### config.mk
export PLATFORM = sky130hd
export DESIGN_NAME = fix_message_type_decoder
export DESIGN_NICKNAME = d
export VERILOG_FILES = /design/src/fmtd_pkg.sv /design/src/fix_message_type_decoder.sv
export SDC_FILE = /design/constraint.sdc
export NUM_CORES = 1
export LEC_CHECK = 0
export BUFFER_PORTS_ARGS = -buffer_cell sky130_fd_sc_hd__buf_2
export CAP_MARGIN = 10
export CORE_UTILIZATION = 35
export CTS_BUF_LIST = sky130_fd_sc_hd__clkbuf_8 sky130_fd_sc_hd__clkbuf_16
export CTS_CLUSTER_DIAMETER = 40
export DETAILED_ROUTE_END_ITERATION = 8
export GPL_TIMING_DRIVEN = 0
export PLACE_DENSITY_LB_ADDON = 0.1
export SKIP_CTS_REPAIR_TIMING = 1
export SYNTH_ARGS = -nofsm -noshare
export SYNTH_HDL_FRONTEND = slang
export SYNTH_SLANG_ARGS = --single-unit
### constraint.sdc
create_clock -name clk -period 7.65 [get_ports clk]
set_clock_uncertainty 0.15 [all_clocks]
set_input_delay 1.53 -clock clk [delete_from_list [all_inputs] [get_ports clk]]
set_output_delay 1.53 -clock clk [all_outputs]
set_load 0.01 [all_outputs]
### src/fmtd_pkg.sv
// Package for the message type decoder: character codes, tags, type nibble
// lookups and output packing widths. No dependencies.
`default_nettype none

package fmtd_pkg;

  localparam int unsigned RING_ENTRIES = 1024;
  localparam int unsigned SLOT_CNT_W   = 16;
  localparam int unsigned SLOT_W       = 10;
  localparam int unsigned OUT_TDATA_W  = 56;

  localparam logic [7:0]  SEP_RESET   = 8'd59;
  localparam logic [7:0]  CH_EQUALS   = 8'h3D;
  localparam logic [7:0]  CH_ZERO     = 8'h30;
  localparam logic [31:0] TAG_MSGTYPE = 32'd35;
  localparam logic [31:0] TAG_SUBTYPE = 32'd150;

  localparam logic [SLOT_CNT_W-1:0] SLOT_LAST = SLOT_CNT_W'(RING_ENTRIES - 1);

  function automatic logic [7:0] apply_main(input logic [7:0] t, input logic [7:0] c);
    logic [7:0] r;
    unique case (c)
      8'h38:   r = t | 8'h80;
      8'h39:   r = t | 8'h90;
      8'h44:   r = t | 8'hD0;
      8'h47:   r = t | 8'hE0;
      8'h46:   r = t | 8'hF0;
      default: r = 8'h00;
    endcase
    return r;
  endfunction

  function automatic logic [7:0] apply_sub(input logic [7:0] t, input logic [7:0] c);
    logic [7:0] r;
    if (c >= 8'h31 && c <= 8'h39) begin
      r = t | (c - CH_ZERO);
    end else if (c >= 8'h41 && c <= 8'h45) begin
      r = t | (c - 8'h37);
    end else begin
      r = 8'h00;
    end
    return r;
  endfunction

endpackage

`default_nettype wire

### src/fix_message_type_decoder.sv
// Usage: one message character per request on the in_ stream, in_tlast on
// the final character. Each message yields one result request on out_:
// event_id (wrapping message count), ring_slot, msg_type and bad_value.
// cfg_wr_en / cfg_wr_data set the field separator (reset ';'), written idle.
// Flow: an accepted character is held in the input stage register and is parsed
// from it into the state registers; a last character loads the result register.
// Throughput is one character per cycle while no last character waits; the parse
// state update (tag fold as shift-and-add, type lookup) is the only logic between
// the input stage register and the state and result registers.
// Stalls: a waiting result holds; the input stage keeps taking characters
// that end no message. A last character waits in the input stage until the
// result register frees, and in_tready stays low while it waits.
// Reset (rst_n low, synchronous) empties both stages, zeroes the message
// counter, returns the parser to field start and the separator to ';'.
// Depends on fmtd_pkg.
`default_nettype none

module fix_message_type_decoder (
  input  wire logic                               clk,
  input  wire logic                               rst_n,
  input  wire logic                               in_tvalid,
  output logic                                    in_tready,
  input  wire logic [7:0]                         in_tdata,   // [7:0] ch
  input  wire logic                               in_tlast,   // last
  output logic                                    out_tvalid,
  input  wire logic                               out_tready,
  // [31:0] event_id, [41:32] ring_slot, [49:42] msg_type, [50] bad_value
  output logic [fmtd_pkg::OUT_TDATA_W-1:0]        out_tdata,
  input  wire logic                               cfg_wr_en,
  input  wire logic [7:0]                         cfg_wr_data
);
  import fmtd_pkg::*;

  typedef enum logic [2:0] {
    PH_START, PH_TAG, PH_VALUE, PH_CHECK, PH_SKIP
  } phase_t;

  logic [7:0]            sep_r;
  logic                  stg_valid_r;
  logic [7:0]            stg_ch_r;
  logic                  stg_last_r;

  phase_t                phase_r, phase_nxt;
  logic [31:0]           tag_r, tag_nxt;
  logic [7:0]            type_r, type_nxt;
  logic                  bad_r, bad_nxt;
  logic                  sub_r, sub_nxt;
  logic [31:0]           cnt_r, cnt_nxt;
  logic [SLOT_CNT_W-1:0] slot_r, slot_nxt;

  logic                  out_valid_r;
  logic [31:0]           out_event_r;
  logic [SLOT_W-1:0]     out_slot_r;
  logic [7:0]            out_type_r;
  logic                  out_bad_r;

  logic                  out_free;
  logic                  stg_adv;
  logic                  out_load;
  logic [31:0]           digit;

  assign out_free  = !out_valid_r || out_tready;
  assign stg_adv   = stg_valid_r && (!stg_last_r || out_free);
  assign out_load  = stg_adv && stg_last_r;
  assign in_tready = !stg_valid_r || stg_adv;

  assign digit   = {24'd0, stg_ch_r} - {24'd0, CH_ZERO};
  assign cnt_nxt = cnt_r + 32'd1;

  always_comb begin
    phase_nxt = phase_r;
    tag_nxt   = tag_r;
    type_nxt  = type_r;
    bad_nxt   = bad_r;
    sub_nxt   = sub_r;
    unique case (phase_r)
      PH_START: begin
        tag_nxt   = digit;
        phase_nxt = PH_TAG;
      end
      PH_TAG: begin
        if (stg_ch_r == CH_EQUALS) begin
          if (tag_r == TAG_MSGTYPE) begin
            sub_nxt   = 1'b0;
            phase_nxt = PH_VALUE;
          end else if (tag_r == TAG_SUBTYPE) begin
            sub_nxt   = 1'b1;
            phase_nxt = PH_VALUE;
          end else begin
            phase_nxt = PH_SKIP;
          end
        end else begin
          tag_nxt = (tag_r << 3) + (tag_r << 1) + digit;
        end
      end
      PH_VALUE: begin
        type_nxt  = sub_r ? apply_sub(type_r, stg_ch_r) : apply_main(type_r, stg_ch_r);
        phase_nxt = PH_CHECK;
      end
      PH_CHECK: begin
        if (stg_ch_r == sep_r) begin
          phase_nxt = PH_START;
        end else begin
          bad_nxt   = 1'b1;
          phase_nxt = PH_SKIP;
        end
      end
      PH_SKIP: begin
        if (stg_ch_r == sep_r) begin
          phase_nxt = PH_START;
        end
      end
      default: phase_nxt = PH_START;
    endcase
  end

  // slot follows counter modulo ring size, also across counter wrap
  always_comb begin
    if (cnt_nxt == 32'd0 || slot_r == SLOT_LAST) begin
      slot_nxt = '0;
    end else begin
      slot_nxt = slot_r + SLOT_CNT_W'(1);
    end
  end

  always_ff @(posedge clk) begin
    if (!rst_n) begin
      sep_r       <= SEP_RESET;
      stg_valid_r <= 1'b0;
      stg_ch_r    <= 8'd0;
      stg_last_r  <= 1'b0;
      phase_r     <= PH_START;
      tag_r       <= 32'd0;
      type_r      <= 8'd0;
      bad_r       <= 1'b0;
      sub_r       <= 1'b0;
      cnt_r       <= 32'd0;
      slot_r      <= '0;
      out_valid_r <= 1'b0;
    end else begin
      if (cfg_wr_en) begin
        sep_r <= cfg_wr_data;
      end
      if (in_tready) begin
        stg_valid_r <= in_tvalid;
        stg_ch_r    <= in_tdata;
        stg_last_r  <= in_tlast;
      end
      if (stg_adv) begin
        if (stg_last_r) begin
          phase_r <= PH_START;
          tag_r   <= 32'd0;
          type_r  <= 8'd0;
          bad_r   <= 1'b0;
          sub_r   <= 1'b0;
          cnt_r   <= cnt_nxt;
          slot_r  <= slot_nxt;
        end else begin
          phase_r <= phase_nxt;
          tag_r   <= tag_nxt;
          type_r  <= type_nxt;
          bad_r   <= bad_nxt;
          sub_r   <= sub_nxt;
        end
      end
      if (out_load) begin
        out_valid_r <= 1'b1;
      end else if (out_tready) begin
        out_valid_r <= 1'b0;
      end
    end
  end

  always_ff @(posedge clk) begin
    if (out_load) begin
      out_event_r <= cnt_nxt;
      out_slot_r  <= SLOT_W'(slot_nxt);
      out_type_r  <= type_nxt;
      out_bad_r   <= bad_nxt;
    end
  end

  assign out_tvalid = out_valid_r;
  assign out_tdata  = {5'd0, out_bad_r, out_type_r, out_slot_r, out_event_r};

`ifndef SYNTHESIS
  a_load_only_last: assert property (@(posedge clk) disable iff (!rst_n)
    out_load |-> (stg_valid_r && stg_last_r && out_free))
    else $error("result loaded without a pending last character");

  a_stage_not_overwritten: assert property (@(posedge clk) disable iff (!rst_n)
    (stg_valid_r && !stg_adv) |-> !in_tready)
    else $error("input stage accepts while holding an unprocessed character");

  a_event_increments: assert property (@(posedge clk) disable iff (!rst_n)
    out_load |=> (out_event_r == cnt_r && cnt_r == $past(cnt_r) + 32'd1))
    else $error("event id does not follow message counter");

  a_parser_restarts: assert property (@(posedge clk) disable iff (!rst_n)
    out_load |=> (phase_r == PH_START && tag_r == 32'd0 && type_r == 8'd0 && !bad_r))
    else $error("parser not restarted after message end");
`endif

endmodule

`default_nettype wire

==> results.md, run 1 <==
- Top_reg_cell synth: dfxtp_1
- Count of pins over their slew limit: 0
- Die Footprint: 30100 sq um
- DRT antenna net count: 0
- Initial DRC count: between 400 and 500
- Fillers: 2991
- Final period utilization: 0.680
- Clock transition at path regs: ~0.070 ns
- Commonest cells after routing, fill and taps aside: 118 x nand2_1, 117 x nor2_1, 112 x dfxtp_1
- Drt wl/cell: around 16 microns
- Vias: 8435
- Finished Core Util: 0.410
- Placed Area: 11200 sq um
- Critical Path AT: around 5.4 ns
- Hold_ws: 0.306 ns
- Outcome: finished clean
- GR Util All Layers: 0.181
- Number of enable flip-flop cells after synthesis: 51
- Routed WL: 26.7 mm
- CP max FO: 9
- Worst setup endpoint: tag_r[25]
- CP Class: flip-flop to flip-flop
- Routability Congestion: slightly above 0.8
- Fraction of the mapped netlist area in adder cells: 0.107
- Avg Cell Area, Syn: ~9 sq um
- Remaining DRCs: 0
- Asr flop ratio synth: 0
- Synth Area in Compound Gates: 0.158
- RSZ-0062 raised after global routing: no
- VDD IR-drop max: 0.175 mV
- RR Startpoint: stg_ch_r[4]
- Yosys warns: 0
- TritonCTS clock tree: built
- CP Capture Type: flip-flop
- Fin Setup TNS: 0 ns
- Main combinational cell family by area after synthesis: simple AND/OR/NAND/NOR gates
- Dominant cell type by area after synthesis: dfxtp_1
- Clock Latency Late Sink: about 0.43 ns
- Post-synthesis cell area: 10300 sq um
- Vias in the first global route: 8134
- Nets@finish: 1338
- P&R area growth vs syn: 14.9%
- Max Root-Sink Buffers: 2
- Min cycle time layout: 5.20 ns
- Fmax: 192 MHz
- Power Density: 191 nW/um^2
- Initial antenna violation count: 0
- Synth Area in Simple Gates: 0.207
- # rows: 62
- Cts bufs inserted: 17
- Largest net degree at the start of global routing: 39
- Drt first pass iters: 5
- # IOs: 80
- Die width: 174 microns
- Worst slew pin tran: 0.894 ns
- Core area: 28900 sq um
- CTS root buffer: clkbuf_16
- Clk sinks: 163
- Cells after Synth: 1146
- Setup WS pre-CTS: 2.45 ns
- Yosys top cell area share: 0.218
- Worst hold path class: flip-flop to flip-flop
- R2R Setup Slk: about 2.4 ns
- H-tree depth: 4
- Critical Path RT: 7.85 ns
- Post-DP HPWL: about 20 mm
- Ratio of cells with drive above 1 in the final layout: 0.135
- FF-to-FF path depth: 14
- Setup crit start: stg_ch_r[4]
- Mux cell area share after synthesis: 0.0169
- Endpoints failing setup: 0
- Design Area, Final: 11800 sq um
- GRT overflow: 0
- Top cells by area, synth: dfxtp_1 22%, edfxtp_1 15%, xnor2_1 5.7%
- Worst reg2reg path endpoint: tag_r[25]
- Port bufs: 73
- Initial core utilization: 0.357
- First-pass GRT wire length: 43.3 mm
- Flops & latches, synth: 163
- CP Launch Type: flip-flop
- Diodes inserted: 0
- Setup slack after layout: 2.45 ns
- Commonest non-fill, non-tap cell in the layout: nand2_1
- Register area: 3770 sq um
- Leak pwr: just under 5 nW
- Vias per inst: between 5 and 6
- Multi-input gate area: 6070 sq um
- Endpoints failing hold: 0
- Synth cell types: 81
- Die H: roughly 170 microns
- Slew margin rel.: 0.388
- Post-Synth XOR/XNOR Area: 0.0970
- Max cap viols: 0
- Seq/Total Area, Yosys: 0.367
-- where the power goes --
part | internal, W | total [W] | switching [W]
clock network | 0.000526 | 0.000920 | 0.000394
registers | 0.000906 | 0.000932 | 0.0000256
logic | 0.000166 | 0.000407 | 0.000242
total | 0.00160 | 0.00226 | 0.000662
-- per-layer routing --
metal  up-vias  global-route usage  wire length [microns]
met3        25              0.0252                    711
met1      4028               0.237                  12700
li1       4242                   -                      -
met2       140               0.308                  12900
met5         -                   0                      0
met4         0              0.0516                    432
-- Yosys cell counts (3+ instances only) --
library cell / n
o21a_1: 9
or2_2: 6
buf_1: 5
nor4_1: 13
nand3_1: 30
buf_4: 14
o2bb2ai_1: 4
a31o_2: 5
a21o_1: 21
xnor2_1: 67
buf_2: 6
fa_1: 29
a311oi_1: 3
nor2_1: 117
dfxtp_1: 112
nand2b_1: 10
or3_1: 9
nor4b_1: 4
nand3_2: 5
and3_1: 16
xor2_1: 47
o31ai_1: 3
mux2i_1: 14
nand4_1: 18
mux2_2: 3
o21ai_0: 53
o21bai_1: 11
a21boi_0: 3
o22ai_1: 4
nor4bb_1: 3
a211oi_1: 8
inv_1: 35
nor2b_1: 4
nor3_1: 33
nand2_1: 118
a21oi_1: 79
buf_6: 3
edfxtp_1: 51
clkbuf_1: 36
and2_1: 12
a31oi_1: 17
ha_1: 42
a22oi_1: 11
a22o_1: 3
-- worst min path at each step --
stage                           end  slack [ns]  depth (start not counted)       from
after floorplan               bad_r        0.28                          1      bad_r
after detailed placement      bad_r        0.29                          1      bad_r
final                         bad_r        0.31                          1      bad_r
after global placement        bad_r        0.29                          1      bad_r
after CTS                     bad_r        0.31                          1      bad_r
after global routing      tag_r[31]        0.33                          2  tag_r[31]
-- registers in the layout, indices dropped and copies added, names as in the netlist --
register and flops:
cnt_r 32, out_event_r 32, tag_r 32, slot_r 16
out_slot_r 10, out_type_r 8, sep_r 8, stg_ch_r 8
type_r 8, phase_r 3, bad_r 1, out_bad_r 1
out_tvalid 1, stg_last_r 1, stg_valid_r 1, sub_r 1
-- logic make-up (layout without fill, tap and decap cells) --
| family | count (synthesis) | after routing |
|---|---|---|
| buffers and inverters | 103 | 210 |
| and+or+nand+nor | 420 | 420 |
| other | 1 | 5 |
| AOI/OAI and AO/OA | 257 | 257 |
| adders and majority gates | 71 | 71 |
| DFF | 163 | 163 |
| muxes | 17 | 17 |
| xor gates and xnor gates | 114 | 114 |
-- worst max-delay path, cell delays in order (launching register included) --
cell and delay, ns:
dfxtp_1 0.39, ha_1 0.32, nor3_2 0.65, buf_8 0.24
fa_1 0.43, ha_1 0.40, a21o_1 0.23, a31oi_1 0.24
nor3b_1 0.39, a211oi_1 0.20, or4b_2 0.64, a31oi_1 0.31
o21ai_0 0.17, xnor2_1 0.16, a211oi_1 0.19
-- metrics by stage --
step | std cells | total power [W]
floorplan | 1150 | 0.00125
global placement | 1607 | 0.00136
detailed placement | 1610 | 0.00136
CTS | 1641 | 0.00228
global route | 1641 | 0.00237
finish | 1641 | 0.00226
-- layout make-up --
cell class | count | share of cell area
multi-input cells | 884 | 0.513
repair buffers | 76 | 0.0348
well taps | 384 | 0.0406
clock buffers | 17 | 0.0360
plain buffers | 65 | 0.0280
flip-flops and latches | 163 | 0.319
clock inverters | 14 | 0.0162
inverters | 38 | 0.0121
(Power assumes the default switching activity.)
==> inputs of run 2 (changes only) <==
clock period = 4.66 ns   (was 7.65 ns; I/O delays follow)
==> results.md, run 2 (synthesized netlist as in run 1, its figures left out) <==
- Die H: 174 microns
- Diodes inserted: 0
- Clock transition at path regs: 0.07 ns
- Cts bufs inserted: 17
- Hold_ws: 0.305 ns
- Routed WL: 26.8 mm
- Drt first pass iters: 5
- Fmax: 229 MHz
- Die Footprint: about 30000 sq um
- Power Density: 308 nW/um^2
- Vias in the first global route: 8069
- Max cap viols: 0
- Routability Congestion: a little over 0.8
- TritonCTS clock tree: built
- CTS root buffer: clkbuf_16
- Count of pins over their slew limit: 0
- Endpoints failing hold: 0
- Clk sinks: 163
- Finished Layout Cells: 1646
- # rows: 62
- Ratio of cells with drive above 1 in the final layout: 0.144
- First-pass GRT wire length: 43.4 mm
- RSZ-0062 raised after global routing: no
- CP Class: flip-flop to flip-flop
- Outcome: finished clean
- Port bufs: 73
- Initial antenna violation count: 0
- GR Util All Layers: 0.181
- CP max stage delay: 0.65 ns
- Critical Path AT: 4.56 ns
- GRT overflow: 0
- Initial DRC count: 508
- Die width: 174 microns
- Nets@finish: ~1300
- Critical Path RT: 4.86 ns
- Most used cell, CP: a211oi_1
- # IOs: 80
- M1 GR Usage: 0.239
- GRT busiest layer: met2
- Core area: about 29000 sq um
- Clock Latency Late Sink: 0.44 ns
- Met2 GRT Util: 0.306
- Commonest cells after routing, fill and taps aside: 118 x nand2_1, 117 x nor2_1, 111 x dfxtp_1
- CP Launch Type: flip-flop
- Slowest cell on crit path: or4b_2
- Slew margin rel.: 0.386
- # placed instances: approximately 1600
- Multi-input gate area: just over 6000 sq um
- Critical path, cell by cell: ha_2, nor3_4, buf_12, fa_1, ha_1, a21o_1, a31oi_1, nor3b_2, a211oi_1, or4b_2, a31oi_2, o21ai_0, xnor2_1, a211oi_1
- Fillers: between 2000 and 3000
- Commonest non-fill, non-tap cell in the layout: nand2_1
- Vias per inst: 5.13
- Initial core utilization: 0.357
- Remaining DRCs: 0
- CP Capture Type: flip-flop
- Leak pwr: 4.90 nW
- Drt wl/cell: 16.3 microns
- Worst hold path class: flip-flop to flip-flop
- Met3 Use GR: 0.0228
- Post-DP HPWL: 20.1 mm
- Largest net degree at the start of global routing: 39
- CP max FO: 9
- DRT antenna net count: 0
- Max Root-Sink Buffers: 2
- Worst slew pin tran: 0.916 ns
- Endpoints failing setup: 0
- Design Area, Final: 11900 sq um
- Biggest regs: cnt_r (32), out_event_r (32), tag_r (32)
- Placed Area: 11200 sq um
- Final period utilization: 0.937
- H-tree depth: 4
- Min cycle time layout: 4.37 ns
- VDD IR-drop max: 0.258 mV
- Register area: approximately 3800 sq um
- Vias: 8452
- P&R area growth vs syn: 15.5%
run 2: report_power, final:
group          internal (W)  total (W)  switching [W]
Sequential          0.00149    0.00153      0.0000435
Combinational      0.000282   0.000684       0.000402
Clock              0.000805    0.00144       0.000637
run 2: metrics by stage:
step | TNS (ns) | worst slack (ns) | utilization | total power [W]
6_report | 0 | 0.292 | 0.412 | 0.00366
5_1_grt | 0 | 0.0277 | 0.412 | 0.00383
4_1_cts | -2.07 | -0.430 | 0.409 | 0.00369
3_5_place_dp | -1.92 | -0.416 | 0.389 | 0.00223
3_3_place_gp | -38.72 | -0.987 | 0.387 | 0.00223
2_1_floorplan | 0 | 0.0222 | - | 0.00205
run 2: layer usage:
metal / vias to the layer above / routed length, microns / share of wire
li1: 4255 / - / -
met1: 4041 / 12800 / 0.48
met2: 128 / 12900 / 0.48
met3: 28 / 655 / 0.024
met4: 0 / 479 / 0.018
met5: - / 0 / 0
run 2: area by class of cell:
class / count / share of cell area
repair buffers: 81 / 0.0396
flip-flops and latches: 163 / 0.317
inverters: 38 / 0.0120
plain buffers: 64 / 0.0277
well taps: 384 / 0.0404
clock inverters: 15 / 0.0141
clock buffers: 17 / 0.0358
multi-input cells: 884 / 0.513
run 2: path summary, 6_finish.rpt:
check	start	endpoint	slack, ns	depth (start not counted)
worst max-delay path	stg_ch_r[4]	tag_r[25]	0.29	14
worst min-delay path	bad_r	bad_r	0.30	1
worst max register to register	stg_ch_r[4]	tag_r[25]	0.29	14
worst min register to register	bad_r	bad_r	0.30	1
run 2: worst max-delay path: cells and delay by family, from the launching register on:
| kind | cells | cell delay (ns) |
|---|---|---|
| buffers and inverters | 1 | 0.16 |
| adder cells (fa/ha/maj) | 3 | 1.19 |
| AO/OA/AOI/OAI | 6 | 1.23 |
| flip-flops | 1 | 0.40 |
| AND/OR/NAND/NOR | 3 | 1.00 |
| XOR/XNOR | 1 | 0.15 |
